==> src/rtl/ipsm_pkg.sv <==
// Shared types and constants for the subnet match filter.
package ipsm_pkg;

  localparam int RULE_SLOTS = 16;
  localparam int IDX_W      = (RULE_SLOTS > 1) ? $clog2(RULE_SLOTS) : 1;
  localparam int CNT_W      = $clog2(RULE_SLOTS + 1);

  localparam int ADDR_HALF_W = 64;
  localparam int PREFIX_W    = 8;
  localparam int COUNT_REG_W = 5;
  localparam int PADDR_W     = 3;
  localparam int PDATA_W     = 32;

  localparam logic [PREFIX_W-1:0] V4_MAX_PREFIX = 8'd32;
  localparam logic [PREFIX_W-1:0] V6_MAX_PREFIX = 8'd128;

  localparam logic OP_LOAD  = 1'b0;
  localparam logic OP_CHECK = 1'b1;

  // register index as taken from paddr[2]
  localparam logic REG_ACTIVE_COUNT = 1'b0;

  typedef struct packed {
    logic [ADDR_HALF_W-1:0] addr_hi;
    logic [ADDR_HALF_W-1:0] addr_lo;
    logic [PREFIX_W-1:0]    prefix;
    logic                   v6;
  } rule_t;

endpackage

==> src/rtl/ip_subnet_match_filter.sv <==
// Subnet match filter top level: rule table, scan sequencer and APB register.
// A load word writes its rule slot and the block is ready again next cycle.
// A check word scans N = min(active count, slots) rules from the table, then registers the
// drop word; one rule is read and compared per cycle, and no new word is taken until the
// drop word has been registered. Invalid addresses and a zero count skip the scan. A drop word
// still waiting holds the block. Synchronous active-high reset clears control state and count.
module ip_subnet_match_filter (
  input  logic                          clk,
  input  logic                          rst,
  input  logic                          psel,
  input  logic                          penable,
  input  logic                          pwrite,
  input  logic [ipsm_pkg::PADDR_W-1:0]  paddr,
  input  logic [ipsm_pkg::PDATA_W-1:0]  pwdata,
  output logic [ipsm_pkg::PDATA_W-1:0]  prdata,
  output logic                          pready,
  input  logic                          in_valid,
  output logic                          in_ready,
  input  logic                          opcode,
  input  logic [3:0]                    slot,
  input  logic [63:0]                   addr_high,
  input  logic [63:0]                   addr_low,
  input  logic                          is_ipv6,
  input  logic [7:0]                    prefix_len,
  input  logic                          address_valid,
  output logic                          out_valid,
  input  logic                          out_ready,
  output logic                          drop
);
  import ipsm_pkg::*;

  localparam logic [1:0] ST_IDLE = 2'd0;
  localparam logic [1:0] ST_SCAN = 2'd1;
  localparam logic [1:0] ST_DONE = 2'd2;

  logic [1:0]             state;
  logic [COUNT_REG_W-1:0] active_rule_count;
  logic [CNT_W-1:0]       count_eff;
  logic [CNT_W-1:0]       scan_count;
  logic [CNT_W-1:0]       issue_cnt;
  logic                   rd_en;
  logic                   rd_pending;
  rule_t                  rd_rule;
  rule_t                  rule_mem [RULE_SLOTS];
  rule_t                  wr_rule;
  logic [PREFIX_W-1:0]    max_prefix;
  logic                   in_acc;
  logic                   cfg_wr;
  logic [63:0]            chk_hi;
  logic [63:0]            chk_lo;
  logic                   chk_v6;
  logic                   cmp_hit;
  logic                   res_hit;

  // configuration port
  assign pready = 1'b1;
  assign cfg_wr = psel && penable && pwrite && pready;
  assign prdata = (paddr[2] == REG_ACTIVE_COUNT) ?
                  PDATA_W'(active_rule_count) : '0;

  always_ff @(posedge clk) begin
    if (rst) begin
      active_rule_count <= '0;
    end else if (cfg_wr && paddr[2] == REG_ACTIVE_COUNT) begin
      active_rule_count <= pwdata[COUNT_REG_W-1:0];
    end
  end

  always_comb begin
    if (int'(active_rule_count) > RULE_SLOTS) begin
      count_eff = CNT_W'(RULE_SLOTS);
    end else begin
      count_eff = CNT_W'(active_rule_count);
    end
  end

  assign in_ready = (state == ST_IDLE);
  assign in_acc   = in_valid && in_ready;

  // rule table
  assign max_prefix      = is_ipv6 ? V6_MAX_PREFIX : V4_MAX_PREFIX;
  assign wr_rule.addr_hi = addr_high;
  assign wr_rule.addr_lo = addr_low;
  assign wr_rule.prefix  = (prefix_len > max_prefix) ? max_prefix : prefix_len;
  assign wr_rule.v6      = is_ipv6;

  always_ff @(posedge clk) begin
    if (in_acc && opcode == OP_LOAD && int'(slot) < RULE_SLOTS) begin
      rule_mem[IDX_W'(slot)] <= wr_rule;
    end
  end

  assign rd_en = (state == ST_SCAN) && (issue_cnt < scan_count);

  always_ff @(posedge clk) begin
    if (rd_en) begin
      rd_rule <= rule_mem[IDX_W'(issue_cnt)];
    end
  end

  ipsm_rule_cmp u_cmp (
    .addr_hi (chk_hi),
    .addr_lo (chk_lo),
    .v6      (chk_v6),
    .rule    (rd_rule),
    .hit     (cmp_hit)
  );

  // check word latch and result accumulation
  always_ff @(posedge clk) begin
    if (in_acc && opcode == OP_CHECK) begin
      chk_hi     <= addr_high;
      chk_lo     <= addr_low;
      chk_v6     <= is_ipv6;
      scan_count <= count_eff;
      issue_cnt  <= '0;
      res_hit    <= 1'b0;
    end else if (state == ST_SCAN) begin
      if (rd_en) begin
        issue_cnt <= issue_cnt + 1'b1;
      end
      res_hit <= res_hit | (rd_pending & cmp_hit);
    end
  end

  // sequencer
  always_ff @(posedge clk) begin
    if (rst) begin
      state      <= ST_IDLE;
      rd_pending <= 1'b0;
    end else begin
      rd_pending <= rd_en;
      case (state)
        ST_IDLE: begin
          if (in_acc && opcode == OP_CHECK) begin
            if (address_valid && count_eff != '0) begin
              state <= ST_SCAN;
            end else begin
              state <= ST_DONE;
            end
          end
        end
        ST_SCAN: begin
          // last compare lands in the cycle with no further read
          if (!rd_en) begin
            state <= ST_DONE;
          end
        end
        ST_DONE: begin
          if (!out_valid || out_ready) begin
            state <= ST_IDLE;
          end
        end
        default: begin
          state <= ST_IDLE;
        end
      endcase
    end
  end

  // output word register
  always_ff @(posedge clk) begin
    if (rst) begin
      out_valid <= 1'b0;
    end else if (state == ST_DONE && (!out_valid || out_ready)) begin
      out_valid <= 1'b1;
    end else if (out_ready) begin
      out_valid <= 1'b0;
    end
  end

  always_ff @(posedge clk) begin
    if (state == ST_DONE && (!out_valid || out_ready)) begin
      drop <= res_hit;
    end
  end

`ifndef ASSERT_OFF
  a_invalid_passes: assert property (@(posedge clk) disable iff (rst)
    (in_acc && opcode == OP_CHECK && !address_valid) |=> (state == ST_DONE && !res_hit))
    else $error("invalid address did not resolve to pass");

  a_scan_bound: assert property (@(posedge clk) disable iff (rst)
    (state == ST_SCAN) |-> (issue_cnt <= scan_count))
    else $error("rule scan ran past the active count");

  a_load_no_stall: assert property (@(posedge clk) disable iff (rst)
    (in_acc && opcode == OP_LOAD) |=> in_ready)
    else $error("load word left the block busy");
`endif

endmodule

==> src/rtl/ipsm_rule_cmp.sv <==
// Prefix compare unit: tests one stored rule against the address under check.
module ipsm_rule_cmp (
  input  logic [63:0]   addr_hi,
  input  logic [63:0]   addr_lo,
  input  logic          v6,
  input  ipsm_pkg::rule_t rule,
  output logic          hit
);
  import ipsm_pkg::*;

  logic [2*ADDR_HALF_W-1:0] mask;
  logic [2*ADDR_HALF_W-1:0] diff;

  // bit b counted from the MSB is kept when b < prefix
  always_comb begin
    for (int b = 0; b < 2*ADDR_HALF_W; b++) begin
      mask[2*ADDR_HALF_W-1-b] = (b < int'(rule.prefix));
    end
  end

  assign diff = {addr_hi, addr_lo} ^ {rule.addr_hi, rule.addr_lo};
  assign hit  = (v6 == rule.v6) && ((diff & mask) == '0);

endmodule

==> config.mk <==
export PLATFORM = sky130hd
export DESIGN_NAME = ip_subnet_match_filter
export DESIGN_NICKNAME = d
export VERILOG_FILES = /design/src/rtl/ipsm_pkg.sv /design/src/rtl/ip_subnet_match_filter.sv /design/src/rtl/ipsm_rule_cmp.sv
export SDC_FILE = /design/constraint.sdc
export NUM_CORES = 2
export LEC_CHECK = 0
export ABC_AREA = 0
export BUFFER_PORTS_ARGS = -buffer_cell sky130_fd_sc_hd__buf_2
export CAP_MARGIN = 20
export CORE_ASPECT_RATIO = 2
export CORE_UTILIZATION = 43
export CTS_CLUSTER_SIZE = 30
export DETAILED_ROUTE_END_ITERATION = 7
export GPL_ROUTABILITY_DRIVEN = 0
export PLACE_DENSITY_LB_ADDON = 0.05
export SLEW_MARGIN = 25
export SYNTH_ARGS = -nofsm -noshare
export SYNTH_HDL_FRONTEND = slang
export SYNTH_HIERARCHICAL = 1
export SYNTH_SLANG_ARGS = --single-unit
==> constraint.sdc <==
create_clock -name clk -period 27.2 [get_ports clk]
set_input_delay 2.72 -clock clk [delete_from_list [all_inputs] [get_ports clk]]
set_output_delay 2.72 -clock clk [all_outputs]
set_load 0.05 [all_outputs]
# Yosys cells after proc, flatten, opt, wreduce, memory -nomap -nowiden
# Memory sizes are Yosys's and may differ from the RTL's. A register that Yosys moved wholly into a read port is not among the register bits.
# Index checks and enable logic that the tools add are counted.
[totals]
ff_bits = 150
mem_bits_rw = 2192
word_cells = 187
memories = 1
[op_classes]
n_addsub = 1
n_lt_le_gt_ge = 131
eq_ne = 6
muxes = 13
bitwise = 6
n_reduce_logical = 18
[mem_list]
columns = ["memory", "words", "word_bits", "rd", "rd_ports_with_merged_regs", "wr", "line_no", "rtl"]
rows = [
  ["rule_mem", 16, 137, 1, 1, 1, "ip_subnet_match_filter.sv:44", "rule_t rule_mem [RULE_SLOTS];"],
]
[ops]
columns = ["operator", "count"]
rows = [
  ["less-than comparator 7 x 8 -> 1 bit, first input constant", 64],
  ["less-than comparator 6 x 8 -> 1 bit, first input constant", 32],
  ["bitwise AND 128 bit", 1],
  ["zero test 128 bit", 1],
  ["less-than comparator 5 x 8 -> 1 bit, first input constant", 16],
  ["bitwise XOR 128 bit", 1],
  ["less-than comparator 4 x 8 -> 1 bit, first input constant", 8],
  ["less-than comparator 3 x 8 -> 1 bit, first input constant", 4],
  ["less-than comparator 1 x 8 -> 1 bit, first input constant", 2],
  ["less-than comparator 2 x 8 -> 1 bit, first input constant", 2],
  ["2-to-1 mux 8 bit", 2],
  ["logical AND 1 bit", 10],
  ["2-to-1 mux 5 bit", 2],
  ["greater-than comparator 8 bit", 1],
  ["2-to-1 mux 2 bit", 4],
  ["one-hot mux 2 bit (3 select lines)", 1],
  ["adder 5 x 1 -> 5 bit, second input constant", 1],
  ["greater-than comparator 5 bit, second input constant", 1],
  ["less-than comparator 5 bit", 1],
  ["nonzero test 5 bit", 1],
  ["2-to-1 mux 1 bit", 4],
  ["!= test 2 bit, second input constant", 2],
  ["AND reduction 3 bit", 1],
  ["== test 2 x 1 -> 1 bit, second input constant", 1],
  ["other kinds (11)", 12],
]

# Depth between registers and ports, before layout
[logic_depth]
depth_word = 7
ltp_mapped = 12

# By module
# Netlist, hierarchy kept.
[modules_own_cells]
columns = ["module", "instances", "cells_per_inst", "area_per_inst_um2"]
rows = [
  ["ip_subnet_match_filter", 1, 3464, 91412.7],
  ["ipsm_rule_cmp", 1, 387, 2597.5],
]

# Worst setup path before layout
# Ideal clock, no wire load.
[synth_timing]
kind = "input port to flip-flop"
start = "input slot[0]"
end = "memory rule_mem[0][0] (netlist bit) (enable)"
setup_ps = 803
arrival_ps = 12572
slack_ps = 13825
stages = 2
cell_sequence = "or4_1 > nor3_1"
[synth_rtl]
columns = ["element", "line_no", "rtl"]
rows = [
  ["from (decl)", "ip_subnet_match_filter.sv:20", "input logic [3:0] slot,"],
  ["to (decl)", "ip_subnet_match_filter.sv:44", ""],
]
# Straight into the memory's write port.

# Final worst setup path
[layout_timing]
start = "input slot[0]"
end = "memory rule_mem[8][113] (netlist bit) (enable)"
# Straight into the memory's write port.

==> metrics.md <==
| Metric | Value |
|---|---|
| Most common cell on crit path | buf_4 |
| Final setup violation count | 0 |
| CTS tree | yes |
| Die height | 663 um |
| Crit. End Element | register |
| Final HPWL DP | 124 mm |
| Req. time, crit path | 27.69 ns |
| Setup Fix Bufs, Post-CTS | 0 |
| Initial core utilization | 0.433 |
| FF+latch count, synth | 2479 |
| Remaining antenna violation count | 0 |
| Commonest non-fill, non-tap cell in the layout | edfxtp_1 |
| Fill cells | 17478 |
| Met2 wire len | 127 mm |
| Fin util | 0.484 |
| DR top layer | met5 |
| CTS Root Cell | clkbuf_16 |
| Crit Path Max Fanout | 42 |
| Fin Clk Skew | 0.0218 ns |
| Buffers on Ports | 163 |
| Setup TNS | 0 ns |
| CP max stage delay | 0.88 ns |
| Die Area | 221000 um2 |
| CP Launch Type | input port |
| Syn Inst Count | 3851 |
| Drt via density | 5.93 |
| Clock Latency Late Sink | 0.87 ns |
| Mean post-synth cell area | 24.4 um2 |
| Largest net degree at the start of global routing | 121 |
| Hold buffers post-CTS | 0 |
| Critical-path top delay cell | buf_4 |
| Final Hold Fails | 0 |
| Unrepaired setup endpoints after global routing | no |
| Clk sinks | 2479 |
| Ys flop type | edfxtp_1 |
| Relative slew margins | 0.256 |
| Met1 Wirelength | 102 mm |
| Tmin final | 6.35 ns |
| TritonCTS Buffers | 220 |
| Cell Chain, Critical Path | buf_2 -> or4_1 -> nor2_4 -> buf_4 -> buf_4 -> buf_4 -> buf_4 |
| Post-CTS sizing | 0 |
| Vias in the first global route | 45024 |
| Reg clk slew, reported paths | 0.06 ns |
| Core Area | 217000 um2 |
| IO Pins | 221 |
| Bufs on Longest Clock Path | 4 |
| First-pass GRT wire length | 347 mm |
| Detailed-route via count | 42269 |
| Yosys warnings | 6 |
| Area growth, synth to finish | 11.9% |
| Fin crit share | 0.233 |
| Routed len/inst | 34.5 um |
| Gr usage total | 0.224 |
| Final nets | 4345 |
| Grt ovf | 0 |
| DR DRC count | 0 |
| Unique cell type count in the Yosys netlist | 66 |
| Initial antenna violation count | 50 |
| CP Class | input port to register |
| Max Freq | 0.158 GHz |
| Number of flops mapped to enable cells by yosys | 2464 |
| Htree depth | 4 |
| Buf/Inv on CP | 5 |
| Drt first pass iters | 5 |
| Static Leakage | 31.6 nW |
| Row cnt | 242 |
| Die W | 333 um |
| Least-Margin Pin Slew | 1.11 ns |
| Top delay family on crit path | buffers and inverters |
| Pwr dens | 71.2 nW/um2 |
| Hold Crit Class | register to register |
| Critical path arrival | 6.84 ns |
| Area occupied by registers | 74300 um2 |
| Most frequent cells in the layout | edfxtp_1, mux4_2, clkbuf_16 |
| Asr flop ratio synth | 0 |
| Multi-input logic area | 18800 um2 |
| Post-Syn Area | 94000 um2 |
| Iter 0 DRT Violations | 3666 |
| Register area share after synthesis | 0.790 |
| Max VDD drop | 0.0472 mV |
| Met3 wire len | 10.7 mm |
| Total wire length | 246 mm |
| Layout cells sized above 1 | 0.292 |
| Slew Limit Fails | 0 |
| Status | finished, final reports clean |
| # Max-Cap Violations | 0 |
## worst paths after layout
path | startpoint | end | cells past startpoint | slack (ns)
max | slot[0] | rule_mem[8][113] | 7 | 20.85
min | res_hit | drop | 0 | 0.44
max reg2reg | rd_rule[4] | res_hit | 10 | 22.18
min reg2reg | res_hit | drop | 0 | 0.44
## power by group
group	internal, W	leakage, nW	switching, W
clock network	0.00164	3.26	0.00136
registers	0.00424	22.4	0.00000994
logic	0.0000838	5.93	0.000156
total	0.00596	31.6	0.00153
## registers in the layout, summed over array words and instances (netlist names), 2 cells and up
register / cells
active_rule_count: 5
rd_rule: 137
chk_lo: 64
state: 2
chk_hi: 64
rule_mem: 2192
scan_count: 5
issue_cnt: 5
## kinds of logic after synthesis
group / count (synthesis) / share of synthesized area
flops: 2479 / 0.790
mux: 694 / 0.165
buf+inv: 220 / 0.0122
compound gates: 171 / 0.0106
simple gates: 148 / 0.00878
xor+xnor: 130 / 0.0121
fa+ha+maj: 7 / 0.000932
other cells: 2 / 0.0000799
## layer usage
| metal | track usage | up-vias |
|---|---|---|
| li1 | - | 17053 |
| met4 | 0.0594 | 34 |
| met3 | 0.0294 | 406 |
| met1 | 0.302 | 23680 |
| met5 | 0 | - |
| met2 | 0.385 | 1096 |
## synth_stat cells (all sizes together), types with 14 or more instances
cell | n | area share
o21ai | 80 | 0.0043
nand2 | 18 | 0.00072
mux4 | 685 | 0.16
nand4 | 17 | 0.0011
nor2 | 34 | 0.0014
a21oi | 42 | 0.0022
edfxtp | 2464 | 0.79
nor2b | 14 | 0.00093
dfxtp | 15 | 0.0032
xnor2 | 34 | 0.0032
buf | 125 | 0.0084
xor2 | 96 | 0.0089
clkbuf | 83 | 0.0033
## through the flow
step / instances / power (W) / area [um2] / hold WS (ns) / setup slack (ns)
2_1_floorplan: 3877 / 0.00447 / 94100 / 0.409 / 13.83
3_3_place_gp: 6733 / 0.00457 / 98400 / 0.418 / 19.93
3_5_place_dp: 6734 / 0.00458 / 98400 / 0.421 / 19.90
4_1_cts: 7119 / 0.00757 / 105000 / 0.442 / 20.84
5_1_grt: 7123 / 0.00770 / 105000 / 0.463 / 20.76
6_report: 7129 / 0.00749 / 105000 / 0.438 / 20.85
## layout make-up
| type | instances | area share |
|---|---|---|
| sequential | 2479 | 0.707 |
| multi-input combinational | 1178 | 0.179 |
| clock buffer | 277 | 0.0554 |
| tap | 2806 | 0.0334 |
| timing repair buffer | 262 | 0.0172 |
| clock inverter | 108 | 0.00798 |
| inverter | 12 | 0.000500 |
| antenna | 7 | 0.000167 |
Note: power is estimated with default switching activity, not from simulation.
